--- src/bdpb_pkg.sv ---
// Shared types, constants and helpers for the brush dab pixel blend pipeline.
package bdpb_pkg;

    localparam logic [16:0] ONE_Q16    = 17'h10000;
    localparam logic [15:0] MIN_RADIUS = 16'd26;

    localparam logic [2:0] CFG_CENTER_X  = 3'd0;
    localparam logic [2:0] CFG_CENTER_Y  = 3'd1;
    localparam logic [2:0] CFG_RADIUS    = 3'd2;
    localparam logic [2:0] CFG_OPACITY   = 3'd3;
    localparam logic [2:0] CFG_HARDNESS  = 3'd4;
    localparam logic [2:0] CFG_PAINT_R   = 3'd5;
    localparam logic [2:0] CFG_PAINT_G   = 3'd6;
    localparam logic [2:0] CFG_PAINT_B   = 3'd7;

    typedef struct packed {
        logic [16:0] red;
        logic [16:0] green;
        logic [16:0] blue;
        logic [16:0] alpha;
    } t_pix;

    function automatic logic [16:0] sat_q16(input logic [16:0] v);
        sat_q16 = (v > ONE_Q16) ? ONE_Q16 : v;
    endfunction

endpackage

--- src/bdpb_geom.sv ---
// Distance stages: offsets, clipping, squares and inside test.
module bdpb_geom
    import bdpb_pkg::*;
#(
    parameter int COORD_BITS = 16
) (
    input  logic                  i_clk,
    input  logic                  i_rst_n,
    input  logic                  i_valid,
    input  logic [COORD_BITS-1:0] i_px,
    input  logic [COORD_BITS-1:0] i_py,
    input  t_pix                  i_pix,
    input  logic signed [24:0]    i_center_x,
    input  logic signed [24:0]    i_center_y,
    input  logic [15:0]           i_radius,
    input  logic                  i_enable,
    output logic                  o_valid,
    output logic [32:0]           o_d2,
    output logic [31:0]           o_r2,
    output logic                  o_inside,
    output t_pix                  o_pix
);

    localparam int PW = COORD_BITS + 8;
    localparam int DW = ((PW > 25) ? PW : 25) + 2;

    logic signed [DW-1:0] w_dx;
    logic signed [DW-1:0] w_dy;
    logic signed [DW-1:0] w_ndx;
    logic signed [DW-1:0] w_ndy;

    logic          r_vld_a;
    logic [DW-2:0] r_ax;
    logic [DW-2:0] r_ay;
    logic          r_en;
    t_pix          r_pix_a;

    logic          w_far;
    logic          r_vld_b;
    logic [31:0]   r_sqx;
    logic [31:0]   r_sqy;
    logic [31:0]   r_r2_b;
    logic          r_near;
    t_pix          r_pix_b;

    logic [32:0]   w_d2;

    assign w_dx = $signed({{(DW-PW){1'b0}}, i_px, 8'h80})
                - $signed({{(DW-25){i_center_x[24]}}, i_center_x});
    assign w_dy = $signed({{(DW-PW){1'b0}}, i_py, 8'h80})
                - $signed({{(DW-25){i_center_y[24]}}, i_center_y});
    assign w_ndx = -w_dx;
    assign w_ndy = -w_dy;

    assign w_far = (r_ax > {{(DW-17){1'b0}}, i_radius})
                || (r_ay > {{(DW-17){1'b0}}, i_radius});

    assign w_d2 = {1'b0, r_sqx} + {1'b0, r_sqy};

    always_ff @(posedge i_clk) begin
        if (!i_rst_n) begin
            r_vld_a  <= 1'b0;
            r_vld_b  <= 1'b0;
            o_valid  <= 1'b0;
        end else begin
            r_vld_a  <= i_valid;
            r_vld_b  <= r_vld_a;
            o_valid  <= r_vld_b;
        end
    end

    always_ff @(posedge i_clk) begin
        r_ax          <= w_dx[DW-1] ? w_ndx[DW-2:0] : w_dx[DW-2:0];
        r_ay          <= w_dy[DW-1] ? w_ndy[DW-2:0] : w_dy[DW-2:0];
        r_en          <= i_enable;
        r_pix_a.red   <= sat_q16(i_pix.red);
        r_pix_a.green <= sat_q16(i_pix.green);
        r_pix_a.blue  <= sat_q16(i_pix.blue);
        r_pix_a.alpha <= sat_q16(i_pix.alpha);

        r_sqx   <= r_ax[15:0] * r_ax[15:0];
        r_sqy   <= r_ay[15:0] * r_ay[15:0];
        r_r2_b  <= i_radius * i_radius;
        r_near  <= r_en && !w_far;
        r_pix_b <= r_pix_a;

        o_d2     <= w_d2;
        o_r2     <= r_r2_b;
        o_inside <= r_near && (w_d2 <= {1'b0, r_r2_b});
        o_pix    <= r_pix_b;
    end

endmodule

--- config.mk ---
export PLATFORM = sky130hd
export DESIGN_NAME = bdpb_geom
export DESIGN_NICKNAME = d
export VERILOG_FILES = /design/src/bdpb_pkg.sv /design/src/bdpb_geom.sv
export SDC_FILE = /design/constraint.sdc
export NUM_CORES = 2
export LEC_CHECK = 0
export BUFFER_PORTS_ARGS = -buffer_cell sky130_fd_sc_hd__buf_2
export CORE_ASPECT_RATIO = 0.75
export CORE_UTILIZATION = 50
export CTS_CLUSTER_DIAMETER = 40
export DETAILED_ROUTE_END_ITERATION = 10
export PLACE_DENSITY_LB_ADDON = 0.12
export SYNTH_ARGS = -nofsm -noshare
export SYNTH_HDL_FRONTEND = slang
export SYNTH_SLANG_ARGS = --single-unit
--- constraint.sdc ---
create_clock -name i_clk -period 21.2 [get_ports i_clk]
set_input_delay 4.24 -clock i_clk [delete_from_list [all_inputs] [get_ports i_clk]]
set_output_delay 4.24 -clock i_clk [all_outputs]
set_load 0.005 [all_outputs]
==> results by group <==
Timing
  – Fin. max-slew vios: 0
  – Final WS setup: between 10 and 15 ns
  – Setup-failing EPs final: 0
  – RSZ-0062 raised after global routing: no
  – Worst slew pin tran: 1.113 ns
  – Max Clk Rate: 0.09786 GHz
  – Setup tns final: 0 ns
  – Slew HR: between 20% and 30%
  – Final setup skew: 0.03339 ns
  – Final period util: 48.20%
  – Final min period: 10.22 ns
  – Final hold vios: 0

Clock tree
  – CTS Buf Count: 50
  – Hold-fix buffers, CTS: 0
  – Postcts setup bufs: 0
  – CTS Buffer Depth: 3
  – CTS tree: built
  – CTS clk-pin slew, worst paths: 0.06 ns
  – H-tree depth: 2
  – Clk sinks: between 400 and 500
  – Post-CTS sizing: 0
  – Worst-Skew Late Latency: 0.62 ns
  – Root cell of the clock tree: clkbuf_16

Yosys
  – Synth Area in Compound Gates: 8.523%
  – Synth Area in Simple Gates: 12.47%
  – Post-synthesis sequential area ratio: 22.94%
  – Adder-Cell Fraction of Synth Area: 41.24%
  – Largest family of logic cells by synthesized area: adder cells
  – Seq cells post-synth: 419
  – Syn Inst Count: 3866
  – Asr flop ratio synth: 0%
  – Mean Syn Cell Area: 9.459 um^2
  – Yosys warns: 0
  – Synthesized cell area: 36570 um^2
  – Mux contribution to synthesized area: 0.2635%
  – Library cells used by synthesis: 82
  – Number of flops mapped to enable cells by yosys: 0
  – Top FF cell, synth: dfxtp_1
  – Xor/xnor share of the synthesized area: 4.931%

Floorplan
  – Die Y-Extent: 236.2 um
  – Die Span X: about 310 um
  – Die Area: 74230 um^2
  – I/O pins: 305
  – Initial core utilization: 50.71%
  – Core area: 72110 um^2
  – # rows: between 80 and 90

Placement
  – Pre-CTS WS: 10.40 ns
  – Placed Cells: 5061
  – Gpl congestion: 0.9004
  – Port bufs: 303
  – Post-DP HPWL: 69930 um

Worst setup path
  – Critical path's largest stage delay: 0.67 ns
  – Worst reg2reg startpoint: r_ay[6]
  – Top cell by count, worst path: fa_1
  – CP endpoint kind: flip-flop
  – Crit path required time: 21.75 ns
  – Critical path launch point type: primary input
  – Beginning of the critical path: i_radius[9]
  – Worst EP arrival: 10.77 ns
  – Cell Chain, Critical Path: buf_2 > clkinv_1 > nor2_1 > fa_1 > inv_1 > fa_1 > inv_1 > fa_1 > fa_1 > fa_1 > fa_1 > ha_1 > a21o_1 > a21o_1 > a21oi_1 > a21oi_1 > a2111oi_0 > nor3_1 > a211o_1 > a21oi_1 > xnor2_1
  – Crit-path slowest cell: a2111oi_0
  – CP max FO: 11
  – FF-to-FF path depth: 19
  – Kind of critical path: primary input to flip-flop

GRT
  – Antenna violations before repair: 2
  – Pin count of the biggest net entering global routing: 22
  – Global-route wire length before repair: 137100 um
  – Vias in the first global route: 26.08k
  – GR Util All Layers: 23.40%
  – Gr ovfl total: 0

Detailed routing
  – Final ANT Viol Nets: 0
  – Iteration-0 DRC Markers: 1458
  – Via count: roughly 26k
  – Drt drc: 0
  – First drt pass iteration count: 5
  – Final wirelength: roughly 84000 um
  – Via/cell ratio: 5.051
  – WL/cell: roughly 16 um

Cells and area
  – Number of diodes: 0
  – Most common cell after layout, fill and taps aside: inv_1
  – Fin util: 56.67%
  – Layout net count: 5239
  – Layout cells sized above 1: roughly a tenth
  – Most frequent cells in the layout: 845 x inv_1, 487 x fa_1, 426 x ha_1
  – Layout overhead on the synthesized area: 11.74%
  – Non-Filler Instances: 5153

Status
  – Status: finished, final reports clean

Run
  – Max Cap Viol: 0

Hold path
  – Hold Crit Class: flip-flop to flip-flop
  – Hold path depth: 0
  – Startpoint of the worst hold path: r_pix_a[52]
## critical path, delay by kind of cell
family,cells,cell delay [ns]
and+or+nand+nor,2,0.51
xor gates and xnor gates,1,0.13
buffers and inverters,4,0.83
AOI/OAI and AO/OA,7,1.95
adders and majority gates,7,3.09
## cells in the mapped netlist, types with 22 or more instances
cell type / number / share of area (%)
inv_1: 845 / 8.7
fa_1: 487 / 27
ha_1: 426 / 15
dfxtp_1: 419 / 23
nand2_1: 300 / 3.1
nor2_1: 178 / 1.8
xnor2_1: 148 / 3.5
a21oi_1: 142 / 1.9
and2_1: 105 / 1.8
nor2b_1: 102 / 1.7
o21ai_0: 83 / 1.1
clkbuf_1: 73 / 0.75
a21o_1: 61 / 1.3
xor2_1: 56 / 1.3
nor3_1: 36 / 0.49
nand3_1: 33 / 0.45
nor4_1: 32 / 0.55
nand4_1: 25 / 0.43
a211oi_1: 23 / 0.47
o21a_1: 23 / 0.47
nand2b_1: 22 / 0.38
## final timing paths
path	slack, ns	to
worst min-delay path	0.32	r_pix_b[52]
worst min register to register	0.32	r_pix_b[52]
worst max-delay path	10.98	r_r2_b[31]
worst max register to register	13.70	r_sqy[31]
## layer usage
layer / share of wire, % / global-route usage, % / wire (um)
met5: 0.066 / 0 / 56
met4: 2.2 / 5.588 / 1847
met3: 7.3 / 5.381 / 6118
met2: 42 / 34.98 / 35530
met1: 48 / 34.08 / 40710
## flip-flops by register name, indices dropped and copies added, names as in the netlist, 26 cells and up
name / flops
r_sqx: 31
r_ay: 26
r_r2_b: 31
o_d2: 33
r_ax: 26
o_pix: 68
r_pix_b: 68
r_sqy: 31
o_r2: 31
r_pix_a: 68
## metrics by stage
step                hold WS (ns)  instance area (um^2)
floorplan                 0.3096                 36580
global placement          0.3096                 39060
detailed placement        0.3121                 39060
CTS                       0.3207                 40860
global route              0.3201                 40860
finish                    0.3186                 40860
## area by class of cell
type | count | area [um^2]
multi-input cells | 2517 | 24670
flip-flops and latches | 419 | 8388
clock inverters | 28 | 404.1
repair buffers | 315 | 1607
clock buffers | 64 | 1395
well taps | 957 | 1197
fillers | 6480 | 31250
inverters | 853 | 3202
## cells by family (layout without fill, tap and decap cells)
logic type	Yosys count	count (layout)
other	1	3
buffers and inverters	932	1260
and+or+nand+nor	916	916
muxes	9	9
AOI/OAI and AO/OA	471	471
adders and majority gates	913	913
DFF	419	419
xor gates and xnor gates	205	205
Power is not shown: default switching activity piles up to over one toggle a cycle in this logic, so the estimate is an artifact.
