--- src/bdpb_pkg.sv ---
// Shared types, constants and helpers for the brush dab pixel blend pipeline.
package bdpb_pkg;

    localparam logic [16:0] ONE_Q16    = 17'h10000;
    localparam logic [15:0] MIN_RADIUS = 16'd26;

    localparam logic [2:0] CFG_CENTER_X  = 3'd0;
    localparam logic [2:0] CFG_CENTER_Y  = 3'd1;
    localparam logic [2:0] CFG_RADIUS    = 3'd2;
    localparam logic [2:0] CFG_OPACITY   = 3'd3;
    localparam logic [2:0] CFG_HARDNESS  = 3'd4;
    localparam logic [2:0] CFG_PAINT_R   = 3'd5;
    localparam logic [2:0] CFG_PAINT_G   = 3'd6;
    localparam logic [2:0] CFG_PAINT_B   = 3'd7;

    typedef struct packed {
        logic [16:0] red;
        logic [16:0] green;
        logic [16:0] blue;
        logic [16:0] alpha;
    } t_pix;

    function automatic logic [16:0] sat_q16(input logic [16:0] v);
        sat_q16 = (v > ONE_Q16) ? ONE_Q16 : v;
    endfunction

endpackage

--- src/bdpb_div.sv ---
// Pipelined restoring divider, one quotient bit per stage, with sideband payload.
module bdpb_div
    import bdpb_pkg::*;
#(
    parameter int RW = 32,
    parameter int QB = 17,
    parameter int SW = 69
) (
    input  logic          i_clk,
    input  logic          i_rst_n,
    input  logic          i_valid,
    input  logic [RW-1:0] i_rem,
    input  logic [QB-1:0] i_low,
    input  logic [RW-1:0] i_div,
    input  logic [SW-1:0] i_side,
    output logic          o_valid,
    output logic [QB-1:0] o_quot,
    output logic [SW-1:0] o_side
);

    logic          r_vld  [QB];
    logic [RW-1:0] r_rem  [QB];
    logic [QB-1:0] r_low  [QB];
    logic [QB-1:0] r_quot [QB];
    logic [RW-1:0] r_dvs  [QB];
    logic [SW-1:0] r_side [QB];

    genvar k;
    generate
        for (k = 0; k < QB; k++) begin : g_stage
            logic          p_vld;
            logic [RW-1:0] p_rem;
            logic [QB-1:0] p_low;
            logic [QB-1:0] p_quot;
            logic [RW-1:0] p_dvs;
            logic [SW-1:0] p_side;
            logic [RW:0]   w_trial;
            logic [RW:0]   w_diff;
            logic          w_ge;

            if (k == 0) begin : g_first
                assign p_vld  = i_valid;
                assign p_rem  = i_rem;
                assign p_low  = i_low;
                assign p_quot = '0;
                assign p_dvs  = i_div;
                assign p_side = i_side;
            end else begin : g_next
                assign p_vld  = r_vld[k-1];
                assign p_rem  = r_rem[k-1];
                assign p_low  = r_low[k-1];
                assign p_quot = r_quot[k-1];
                assign p_dvs  = r_dvs[k-1];
                assign p_side = r_side[k-1];
            end

            assign w_trial = {p_rem, p_low[QB-1]};
            assign w_ge    = w_trial >= {1'b0, p_dvs};
            assign w_diff  = w_trial - {1'b0, p_dvs};

            always_ff @(posedge i_clk) begin
                if (!i_rst_n) begin
                    r_vld[k] <= 1'b0;
                end else begin
                    r_vld[k] <= p_vld;
                end
            end

            always_ff @(posedge i_clk) begin
                r_rem[k]  <= w_ge ? w_diff[RW-1:0] : w_trial[RW-1:0];
                r_low[k]  <= {p_low[QB-2:0], 1'b0};
                r_quot[k] <= {p_quot[QB-2:0], w_ge};
                r_dvs[k]  <= p_dvs;
                r_side[k] <= p_side;
            end
        end
    endgenerate

    assign o_valid = r_vld[QB-1];
    assign o_quot  = r_quot[QB-1];
    assign o_side  = r_side[QB-1];

endmodule

--- src/bdpb_falloff.sv ---
// Hardness falloff: case select, numerator product, shared divider, falloff value.
module bdpb_falloff
    import bdpb_pkg::*;
(
    input  logic        i_clk,
    input  logic        i_rst_n,
    input  logic        i_valid,
    input  logic [16:0] i_rr,
    input  t_pix        i_pix,
    input  logic        i_inside,
    input  logic [16:0] i_hard,
    output logic        o_valid,
    output logic [16:0] o_f,
    output t_pix        o_pix,
    output logic        o_inside
);

    typedef struct packed {
        t_pix        pix;
        logic        in_dab;
        logic        flat;
        logic        case_a;
        logic [16:0] rr;
    } t_fside;

    logic        r_vld;
    logic [16:0] r_rr;
    logic [31:0] r_num;
    logic        r_case_a;
    logic        r_flat;
    t_pix        r_pix;
    logic        r_inside;

    logic [33:0] w_prod;
    logic [16:0] w_rem;
    logic [15:0] w_low;
    logic [16:0] w_dvs;
    t_fside      w_side_in;
    t_fside      w_side_out;
    logic        w_div_vld;
    logic [15:0] w_quot;
    logic [17:0] w_soft;
    logic [17:0] w_f;

    assign w_prod = i_hard * (ONE_Q16 - i_rr);

    always_ff @(posedge i_clk) begin
        if (!i_rst_n) begin
            r_vld <= 1'b0;
        end else begin
            r_vld <= i_valid;
        end
    end

    always_ff @(posedge i_clk) begin
        r_rr     <= i_rr;
        r_num    <= w_prod[31:0];
        r_case_a <= i_rr < i_hard;
        r_flat   <= i_hard == ONE_Q16;
        r_pix    <= i_pix;
        r_inside <= i_inside;
    end

    assign w_rem = r_case_a ? r_rr : {1'b0, r_num[31:16]};
    assign w_low = r_case_a ? 16'd0 : r_num[15:0];
    assign w_dvs = r_case_a ? i_hard : ONE_Q16 - i_hard;

    assign w_side_in.pix    = r_pix;
    assign w_side_in.in_dab = r_inside;
    assign w_side_in.flat   = r_flat;
    assign w_side_in.case_a = r_case_a;
    assign w_side_in.rr     = r_rr;

    bdpb_div #(
        .RW (17),
        .QB (16),
        .SW ($bits(t_fside))
    ) u_div (
        .i_clk   (i_clk),
        .i_rst_n (i_rst_n),
        .i_valid (r_vld),
        .i_rem   (w_rem),
        .i_low   (w_low),
        .i_div   (w_dvs),
        .i_side  (w_side_in),
        .o_valid (w_div_vld),
        .o_quot  (w_quot),
        .o_side  (w_side_out)
    );

    assign w_soft = {1'b0, w_side_out.rr} + {1'b0, ONE_Q16} - {2'b00, w_quot};
    assign w_f    = w_side_out.flat   ? {1'b0, ONE_Q16} :
                    w_side_out.case_a ? w_soft : {2'b00, w_quot};

    always_ff @(posedge i_clk) begin
        if (!i_rst_n) begin
            o_valid <= 1'b0;
        end else begin
            o_valid <= w_div_vld;
        end
    end

    always_ff @(posedge i_clk) begin
        o_f      <= (w_f > {1'b0, ONE_Q16}) ? ONE_Q16 : w_f[16:0];
        o_pix    <= w_side_out.pix;
        o_inside <= w_side_out.in_dab;
    end

endmodule

--- config.mk ---
export PLATFORM = sky130hd
export DESIGN_NAME = bdpb_falloff
export DESIGN_NICKNAME = d
export VERILOG_FILES = /design/src/bdpb_pkg.sv /design/src/bdpb_div.sv /design/src/bdpb_falloff.sv
export SDC_FILE = /design/constraint.sdc
export NUM_CORES = 2
export LEC_CHECK = 0
export BUFFER_PORTS_ARGS = -buffer_cell sky130_fd_sc_hd__buf_2
export CAP_MARGIN = 10
export CORE_MARGIN = 1.5
export CORE_UTILIZATION = 45
export CTS_BUF_LIST = sky130_fd_sc_hd__clkbuf_2 sky130_fd_sc_hd__clkbuf_4 sky130_fd_sc_hd__clkbuf_8
export CTS_CLUSTER_SIZE = 25
export DETAILED_ROUTE_END_ITERATION = 8
export GPL_TIMING_DRIVEN = 0
export HOLD_SLACK_MARGIN = 0.1
export PLACE_DENSITY_LB_ADDON = 0.3
export SLEW_MARGIN = 15
export SYNTH_ARGS = -nofsm -noshare
export SYNTH_HDL_FRONTEND = slang
export SYNTH_SLANG_ARGS = --single-unit
--- constraint.sdc ---
create_clock -name i_clk -period 11.45 [get_ports i_clk]
set_input_delay 1.7175 -clock i_clk [delete_from_list [all_inputs] [get_ports i_clk]]
set_output_delay 1.7175 -clock i_clk [all_outputs]
set_load 0.02 [all_outputs]
==> results_dict.tcl <==
set metrics [dict create \
    ys_types 79 \
    track_usage_pct 15.5 \
    core_area_mm2 0.167 \
    most-common-layout-cells "2398 x dfxtp_1, 679 x inv_1, 465 x clkbuf_8" \
    start_util_pct 45.3 \
    cp_slowest_cell "xnor2_1" \
    final_hold_viol_count 0 \
    tightest_slew_ns 1.30 \
    tns_ns 0 \
    rsz0062_at_grt "false" \
    vias 41600 \
    maxCapViolCount 0 \
    syn_nets 6864 \
    status "finished clean" \
    numCtsBuffers 366 \
    yosysSeqAreaShare_pct 63.4 \
    avgSynthCellArea_um2 12.5 \
    mostFrequentLayoutCell "dfxtp_1" \
    wl_per_cell_um 14.4 \
    antenna_found_initial 8 \
    cts-root-buf "clkbuf_8" \
    p_leak_nw 39.6 \
    port_buffers 185 \
    cpPeakStageDelay_ns 1.00 \
    drive_gt1_share_pct 15.3 \
    fp-row-count 150 \
    start_kind "input pin" \
    drv_slew 0 \
    place_congestion 0.887 \
    required_ns 12.32 \
    crit_fanout 10 \
    yosys_warnings 0 \
    p_per_area_mw_per_mm2 331 \
    slew_headroom_pct 12.9 \
    vdd_drop_max_uv 324 \
    cpLargestDelayFamily "adder cells" \
    htreeDepth 5 \
    grt-ovfl-total 0 \
    critPathKind "input pin to flip-flop" \
    crit_top_cell "fa_1" \
    max_freq_ghz 0.104 \
    wl_um 131000 \
    cts_setup_buffers 0 \
    clkSinkCount 2398 \
    hpwl_um 96000 \
    ys.flop_type "dfxtp_1" \
    hold_buffers 0 \
    period_needed_ns 9.58 \
    finalPower_mw 28.9 \
    drc 0 \
    clk_transition_reported_paths_ns 0.06 \
    synth_area_mm2 0.0757 \
    cts_resized 0 \
    synth_edf_count 0 \
    nFillCells 14500 \
    fin_nets 7417 \
    worstPathArrival_ns 10.45 \
    die_h_um 413 \
    die_area_mm2 0.171 \
    cts_tree "built" \
    worstHoldPathType "flip-flop to flip-flop" \
    clkLatencyLatePin_ns 1.03 \
    fin_crit_sh_pct 83.7 \
    fp.dieW_um 413 \
    ioPinCount 193 \
    drt-vias-per-instance 4.57 \
    crit_path_end_kind "flip-flop" \
    setup_violations 0 \
    ant_nets 0 \
    drtIter0Drc 1990 \
    synth-seq-cells 2398 \
    grt_first_pass_wirelength_um 211000 \
    area.growth.synth_to_final_pct 15.4 \
    async_flop_share_pct 0 \
    synth_cells 6073 \
    dr.pass1.iters 6 \
    grt_max_degree 17 \
    grt_pass1_vias 42600 \
    fin_worst_skew_ns 0.107 \
    cp_num_buf_inv 7 \
    clockBufferDepth 4 \
]
[area by class of cell]
| class | count | area, um2 | area share [%] |
|---|---|---|---|
| diodes | 6 | 15.0 | 0.0172 |
| well taps | 2204 | 2760 | 3.16 |
| inverters | 680 | 2550 | 2.92 |
| repair buffers | 185 | 926 | 1.06 |
| flip-flops and latches | 2398 | 48000 | 55.0 |
| clock inverters | 71 | 815 | 0.933 |
| plain buffers | 90 | 390 | 0.447 |
| clock buffers | 559 | 7110 | 8.14 |
| multi-input cells | 2905 | 24700 | 28.3 |
[synthesized netlist by cell type, types with 80 or more instances]
master	n	area share, %
nor3_1	80	0.53
and2_1	124	1.0
dfxtp_1	2398	63
ha_1	430	7.1
fa_1	255	6.7
o21ai_0	137	0.91
mux2_2	190	2.8
a21oi_1	207	1.4
nand2_1	308	1.5
inv_1	679	3.4
nor2_1	262	1.3
xnor2_1	207	2.4
[through the flow]
stage	setup slack (ns)	cell area (um2)	utilization (%)	instances	hold slack, ns
finish	1.87	87300	52.3	9098	0.266
global route	1.74	87300	52.3	9094	0.252
CTS	2.14	87300	52.3	9092	0.257
detailed placement	1.05	79400	47.5	8462	0.312
global placement	1.06	79400	47.5	8462	0.309
floorplan	2.75	75700	-	6073	0.310
[logic make-up (layout without fill, tap and decap cells)]
| group | count (synthesis) | after routing | share of synthesized area [%] |
|---|---|---|---|
| buf+inv | 770 | 1585 | 3.89 |
| mux | 220 | 220 | 3.22 |
| compound gates | 673 | 673 | 5.73 |
| xor+xnor | 267 | 267 | 3.11 |
| fa+ha+maj | 685 | 685 | 13.9 |
| simple gates | 1060 | 1060 | 6.75 |
| flops | 2398 | 2398 | 63.4 |
| other cells | 0 | 6 | 0 |
[registers in the layout, summed over array words and instances, names as in the netlist, 32 cells and up]
name / flops
u_div.r_quot: 136
u_div.r_low: 120
u_div.r_side: 1408
r_num: 32
r_pix: 68
u_div.r_rem: 255
u_div.r_dvs: 255
o_pix: 68
[final timing paths]
check / from / endpoint / slack (ns) / cells after the start
hold reg to reg: u_div.r_low[2][4] / u_div.r_low[3][5] / 0.27 / 0
setup / recovery: i_rr[0] / r_num[30] / 1.87 / 27
setup reg to reg: r_case_a / u_div.r_rem[0][10] / 6.33 / 15
hold / removal: u_div.r_low[2][4] / u_div.r_low[3][5] / 0.27 / 0
[metal layers]
metal,wire [um],global-route usage [%],up-vias,share of wire (%)
li1,-,-,20900,-
met1,59500,19.3,19500,45
met2,60400,25.3,918,46
met3,6680,3.82,287,5.1
met4,4280,6.83,0,3.3
met5,0,0,-,0
[where the power goes]
group          internal (mW)  switching [mW]
Clock                   4.31            2.98
Combinational           5.00            6.12
Sequential              9.87           0.587
[worst register-to-register path: cells and delay by family, from the launching register on]
kind	cells	cell delay, ns
compound gates	8	1.86
buf+inv	4	1.51
mux	2	0.69
flops	1	0.48
fa+ha+maj	1	0.46
Note: power is estimated with default switching activity, not from simulation.
