$ cat config.mk
export PLATFORM = sky130hd
export DESIGN_NAME = bdpb_div
export DESIGN_NICKNAME = d
export VERILOG_FILES = /design/src/bdpb_pkg.sv /design/src/bdpb_div.sv
export SDC_FILE = /design/constraint.sdc
export NUM_CORES = 2
export LEC_CHECK = 0
export ABC_AREA = 1
export BUFFER_PORTS_ARGS = -buffer_cell sky130_fd_sc_hd__buf_2
export CAP_MARGIN = 25
export CORE_ASPECT_RATIO = 1.75
export CORE_UTILIZATION = 46
export CTS_CLUSTER_DIAMETER = 50
export DETAILED_ROUTE_END_ITERATION = 10
export GPL_ROUTABILITY_DRIVEN = 0
export SLEW_MARGIN = 40
export SYNTH_ARGS = -nofsm -noshare
export SYNTH_HDL_FRONTEND = slang
export SYNTH_SLANG_ARGS = --single-unit
$ cat constraint.sdc
create_clock -name i_clk -period 5.9 [get_ports i_clk]
set_input_delay 1.18 -clock i_clk [delete_from_list [all_inputs] [get_ports i_clk]]
set_output_delay 1.18 -clock i_clk [all_outputs]
set_load 0.01 [all_outputs]
$ cat src/bdpb_pkg.sv
// Shared types, constants and helpers for the brush dab pixel blend pipeline.
package bdpb_pkg;

    localparam logic [16:0] ONE_Q16    = 17'h10000;
    localparam logic [15:0] MIN_RADIUS = 16'd26;

    localparam logic [2:0] CFG_CENTER_X  = 3'd0;
    localparam logic [2:0] CFG_CENTER_Y  = 3'd1;
    localparam logic [2:0] CFG_RADIUS    = 3'd2;
    localparam logic [2:0] CFG_OPACITY   = 3'd3;
    localparam logic [2:0] CFG_HARDNESS  = 3'd4;
    localparam logic [2:0] CFG_PAINT_R   = 3'd5;
    localparam logic [2:0] CFG_PAINT_G   = 3'd6;
    localparam logic [2:0] CFG_PAINT_B   = 3'd7;

    typedef struct packed {
        logic [16:0] red;
        logic [16:0] green;
        logic [16:0] blue;
        logic [16:0] alpha;
    } t_pix;

    function automatic logic [16:0] sat_q16(input logic [16:0] v);
        sat_q16 = (v > ONE_Q16) ? ONE_Q16 : v;
    endfunction

endpackage

$ cat src/bdpb_div.sv
// Pipelined restoring divider, one quotient bit per stage, with sideband payload.
module bdpb_div
    import bdpb_pkg::*;
#(
    parameter int RW = 32,
    parameter int QB = 17,
    parameter int SW = 69
) (
    input  logic          i_clk,
    input  logic          i_rst_n,
    input  logic          i_valid,
    input  logic [RW-1:0] i_rem,
    input  logic [QB-1:0] i_low,
    input  logic [RW-1:0] i_div,
    input  logic [SW-1:0] i_side,
    output logic          o_valid,
    output logic [QB-1:0] o_quot,
    output logic [SW-1:0] o_side
);

    logic          r_vld  [QB];
    logic [RW-1:0] r_rem  [QB];
    logic [QB-1:0] r_low  [QB];
    logic [QB-1:0] r_quot [QB];
    logic [RW-1:0] r_dvs  [QB];
    logic [SW-1:0] r_side [QB];

    genvar k;
    generate
        for (k = 0; k < QB; k++) begin : g_stage
            logic          p_vld;
            logic [RW-1:0] p_rem;
            logic [QB-1:0] p_low;
            logic [QB-1:0] p_quot;
            logic [RW-1:0] p_dvs;
            logic [SW-1:0] p_side;
            logic [RW:0]   w_trial;
            logic [RW:0]   w_diff;
            logic          w_ge;

            if (k == 0) begin : g_first
                assign p_vld  = i_valid;
                assign p_rem  = i_rem;
                assign p_low  = i_low;
                assign p_quot = '0;
                assign p_dvs  = i_div;
                assign p_side = i_side;
            end else begin : g_next
                assign p_vld  = r_vld[k-1];
                assign p_rem  = r_rem[k-1];
                assign p_low  = r_low[k-1];
                assign p_quot = r_quot[k-1];
                assign p_dvs  = r_dvs[k-1];
                assign p_side = r_side[k-1];
            end

            assign w_trial = {p_rem, p_low[QB-1]};
            assign w_ge    = w_trial >= {1'b0, p_dvs};
            assign w_diff  = w_trial - {1'b0, p_dvs};

            always_ff @(posedge i_clk) begin
                if (!i_rst_n) begin
                    r_vld[k] <= 1'b0;
                end else begin
                    r_vld[k] <= p_vld;
                end
            end

            always_ff @(posedge i_clk) begin
                r_rem[k]  <= w_ge ? w_diff[RW-1:0] : w_trial[RW-1:0];
                r_low[k]  <= {p_low[QB-2:0], 1'b0};
                r_quot[k] <= {p_quot[QB-2:0], w_ge};
                r_dvs[k]  <= p_dvs;
                r_side[k] <= p_side;
            end
        end
    endgenerate

    assign o_valid = r_vld[QB-1];
    assign o_quot  = r_quot[QB-1];
    assign o_side  = r_side[QB-1];

endmodule

==> results.md, run 1 <==
- Status: stopped before the end
- Failed at: global routing
- Error msg: [ERROR GRT-0116] Global routing finished with congestion. Check the congestion regions in the DRC Viewer.
- Dpl hpwl: around 270,000 um
- Multiplexer share of the synthesized area: 0%
- Top Ports: 240
- Number of flops mapped to enable cells by yosys: 0
- Compound-gate portion of the synthesized area: approximately 2.0%
- Clk root buf: clkbuf_16
- Part of the Yosys area used for sequential elements: slightly below 50%
- Setup Fix Bufs, Post-CTS: 0
- First-pass GRT wire length: 630,000 um
- Standard-cell rows: ~230
- Hold Buf Count CTS: 0
- Top cell type's share of synthesized area: 49.6%
- Max Root-Sink Buffers: 4
- Post-Synth Adder-Cell Area: 7.05%
- CTS H-Tree Depth: 4
- Vias in the first global route: 94,400
- Post-cts sizing count: 0
- Netlist cell types: 40
- Post-synthesis cell count: around 13,000
- Largest net degree at the start of global routing: 37
- Simple-gate share of the synthesized area: around 29%
- #FFs+latches synth: between 2,000 and 3,000
- Xor-xnor portion of the synthesized cell area: between 1.5 and 2%
- GR Util All Layers: a little under two fifths
- Largest family of logic cells by synthesized area: simple AND/OR/NAND/NOR gates
- Mapped cell area: roughly 100,000 um^2
- Mapped Nets: 13,900
- Synthesized area per cell: ~7.7 um^2
- Placed instance area: 105,000 um^2
- Die width: between 300 and 400 um
- Chip Height: 622 um
- GRT Residual Overflow: 517
- Dominant cell type by area after synthesis: dfxtp_1
- IO Port Bufs: approximately 240
- Async SR Flop Fraction: 0%
- Num CTS Buffers: between 200 and 250
- Most used flip-flop cell after synthesis: dfxtp_1
- Starting Density: approximately 46%
- Synth area leaders: dfxtp_1 (50%), nand2_1 (17%), inv_1 (9.3%)
- Sink Count: 2,503
- Count of synthesis-stage warnings from yosys: 0
==> routing by layer <==
layer  track usage (%)  GRT overflow
met2              58.2           303
met3              21.3             5
met1              32.9             3
met5              9.34             2
met4              40.0           204
==> cells in the mapped netlist (all sizes together), types with 21 or more instances <==
library cell  count
nor3            148
o21ai            40
buf             145
nand3          1025
and2             79
nand3b          130
xor2            208
xnor2            21
nand2          4651
nor2            711
ha              544
o21bai           21
inv            2508
a21oi           320
dfxtp          2503
nand4            49
==> cells by family after synthesis <==
logic type | after synthesis
flops | 2503
xor+xnor | 229
fa+ha+maj | 560
compound gates | 385
simple gates | 6805
buf+inv | 2655
==> per-stage QoR <==
stage               utilization [%]  std cells  setup WS, ps
floorplan                         -      13100          3230
global placement               48.0      16100          1560
detailed placement             48.0      16100          1590
CTS                            51.9      16500          2320
==> run 2: changes to the inputs <==
--- a/config.mk
+++ b/config.mk
@@ -8,11 +8,10 @@
 export ABC_AREA = 1
 export BUFFER_PORTS_ARGS = -buffer_cell sky130_fd_sc_hd__buf_2
 export CAP_MARGIN = 25
-export CORE_ASPECT_RATIO = 1.75
-export CORE_UTILIZATION = 46
-export CTS_CLUSTER_DIAMETER = 50
+export CORE_UTILIZATION = 31
 export DETAILED_ROUTE_END_ITERATION = 10
 export GPL_ROUTABILITY_DRIVEN = 0
+export PLACE_DENSITY_LB_ADDON = 0.15
 export SLEW_MARGIN = 40
 export SYNTH_ARGS = -nofsm -noshare
 export SYNTH_HDL_FRONTEND = slang
==> results.md, run 2 <==
- Status: complete, but fails checks
- Failing checks: DRC
- Dominant cell type by area after synthesis: dfxtp_1
- R2r setup slk: 2610 ps
- Placed instance area: 107,000 um^2 (+1.7%)
- Clk slew on worst S/H paths: approximately 60 ps
- Critical path capture point: r_rem[0][218]
- Commonest non-fill, non-tap cell in the layout: nand2_1
- Pwr Density: just under 600 nW/um^2
- First-pass GRT wire length: between 400,000 and 500,000 um
- RSZ-0062 raised after global routing: no
- Count of synthesis-stage warnings from yosys: 0 (unchanged)
- Worst r2r src: r_dvs[0][168]
- Hold Buf Count CTS: 0 (unchanged)
- Synth area leaders: dfxtp_1 (50%), nand2_1 (17%), inv_1 (9.3%)
- R2r endpoint: r_rem[0][218]
- Worst min path class: reg -> reg
- Sum Neg Setup Slack: 0 ps
- Count of final hold-check violations: 0
- Share of cells above drive strength 1: roughly 7.6%
- IO Port Bufs: 239 (unchanged)
- Chip Height: 573 um (-7.9%)
- CP cell instances: inv_1 -> ha_1 -> nand2_1 -> nor2_2 -> nand2_1 -> nor2_1 -> nand3_1 -> nand3_2 -> nor2_4 -> buf_4 -> nand2_8 -> nand2_1 -> nand2_1
- Async SR Flop Fraction: 0% (unchanged)
- CP endpoint kind: register
- Hold path depth: 0
- Worst-path cell with the longest stage delay: dfxtp_1
- Layout area overhead: 15.4%
- Worst Setup Path Type: reg -> reg
- Fmax: ~0.30 GHz
- Max_cap viols: 0
- Max Root-Sink Buffers: 4 (unchanged)
- CTS H-Tree Depth: 5 (+1)
- DRC: between 50 and 60
- Post-cts sizing count: 0 (unchanged)
- Standard-cell rows: 209 (-7.9%)
- Core area: ~320,000 um^2
- Place WS: 2310 ps (+715 ps)
- Part of the Yosys area used for sequential elements: 49.6% (unchanged)
- Most frequent cells in the layout: nand2_1 (4,565), dfxtp_1 (2,503), inv_1 (2,494)
- Clk root buf: clkbuf_16
- Leakage: around 62 nW
- Required time of the worst setup path: roughly 6600 ps
- Final worst clock skew: roughly 65 ps
- # nets final: approximately 14,000
- First-pass detailed-route iteration total: 11
- #FFs+latches synth: 2,503 (unchanged)
- Setup Viol. Count Final: 0
- Max-slew violations: 0
- Starting Density: 31.2% (-15 points)
- Worst vdd ir: 244 uV
- Setup ws final: approximately 2600 ps
- Final std cell area, no fill: about 120,000 um^2
- Full die area: about 330,000 um^2
- Netlist cell types: 40 (unchanged)
- Final worst path period share: 55.8%
- Top cell type's share of synthesized area: 49.6% (unchanged)
- WL final: approximately 290,000 um
- Vias in the first global route: between 70,000 and 80,000
- Mapped Nets: 13,900 (unchanged)
- Top cells by count, synth: nand2_1 (4,565), dfxtp_1 (2,503), inv_1 (2,494), nand3_1 (901), nor2_1 (646)
- Shortest period the worst path allows: ~3300 ps
- Worst-Skew Late Latency: 890 ps
- Synthesized area per cell: 7.69 um^2 (unchanged)
- Startpoint Class: register
- Drt via density: around 4.2
- Antenna-violating nets left: 0
- Cell with the most instances after synthesis: nand2_1
- R2R depth: 13
- Initial antenna violation count: 17
- Post-synthesis cell count: 13,100 (unchanged)
- Top cell by count, worst path: nand2_1
- GR Util All Layers: 17.6%
- TritonCTS clock tree: done
- Num CTS Buffers: 286 (+21%)
- Setup Fix Bufs, Post-CTS: 0 (unchanged)
- Vias: between 70,000 and 80,000
- Die width: 573 um (+61%)
- Starting DRT DRC Count: about 4,200
- Largest register FFs: approximately 1,200
- Mapped cell area: 101,000 um^2 (unchanged)
- Top Ports: 240 (unchanged)
- Biggest register: r_side
- Rel. slew slack: 40.5%
- Largest net degree at the start of global routing: 37
- CP peak stage delay: 650 ps
- CP Max Fanout: 33
- DR WL/cell: approximately 16 um
- Worst Tran Pin Value: ~880 ps
- Most used flip-flop cell after synthesis: dfxtp_1
- Dpl hpwl: 235,000 um (-12%)
- Top flop regs: r_side x1173, r_dvs x512, r_rem x512
- CP startpoint: r_dvs[0][168]
- GRT Residual Overflow: 0
- Arr. time, crit path: approximately 4000 ps
- Number of flops mapped to enable cells by yosys: 0 (unchanged)
- Sink Count: 2,503 (unchanged)
==> run 2: worst max-delay path, delay by kind of cell, from the launching register on <==
| kind | cells | cell delay (ps) |
|---|---|---|
| buffers and inverters | 2 | 420 |
| adder cells (fa/ha/maj) | 1 | 340 |
| AND/OR/NAND/NOR | 10 | 1630 |
| flip-flops | 1 | 650 |
==> run 2: cells by family after synthesis <==
kind of cell	after synthesis	synth area share, %
compound gates	385	1.98
fa+ha+maj	560	7.05
buf+inv	2655	10.4
flops	2503	49.6
simple gates	6805	29.0
xor+xnor	229	1.98
==> run 2: per-stage QoR <==
stage	util [%]	std cells	hold WS, ps	power, mW
after floorplan	-	13100	310	41.2
after global placement	32.9	17600	310	49.8
after detailed placement	32.9	17600	312	49.8
after CTS	36.0	18100	265	68.6
after global routing	36.0	18100	277	73.0
final	36.0	18100	284	67.7
==> run 2: final cells by class <==
type / count / area (um^2)
Multi-Input combinational cell: 7979 / 40400
Antenna cell: 8 / 20.0
Clock buffer: 387 / 8230
Timing Repair Buffer: 256 / 1350
Clock inverter: 125 / 1670
Sequential cell: 2503 / 50100
Fill cell: 34500 / 208000
Inverter: 2508 / 9410
Tap cell: 4325 / 5410
==> run 2: routing by layer <==
metal  global-route usage (%)  wire length, um
met1                     22.2           134000
met2                     30.2           136000
met3                     2.25            11500
met4                     7.28            12600
met5                        0               35
==> run 2: worst min-delay path by stage <==
stage / startpoint / to / slack [ps]
global placement: r_side[0][1086] / r_side[1][51] / 310
global route: r_side[0][660] / r_side[0][729] / 280
finish: r_side[0][660] / r_side[0][729] / 280
CTS: r_side[0][660] / r_side[0][729] / 270
floorplan: r_low[0][85] / r_low[0][102] / 310
detailed placement: r_side[0][1007] / r_side[0][1076] / 310
==> run 2: where the power goes <==
| part | switching [mW] | internal, mW | leakage (nW) |
|---|---|---|---|
| Sequential | 2.11 | 20.0 | 21.1 |
| Clock | 7.20 | 11.1 | 4.82 |
| Combinational | 18.6 | 8.65 | 36.4 |
| Total | 27.9 | 39.8 | 62.3 |
(Power assumes the default switching activity.)
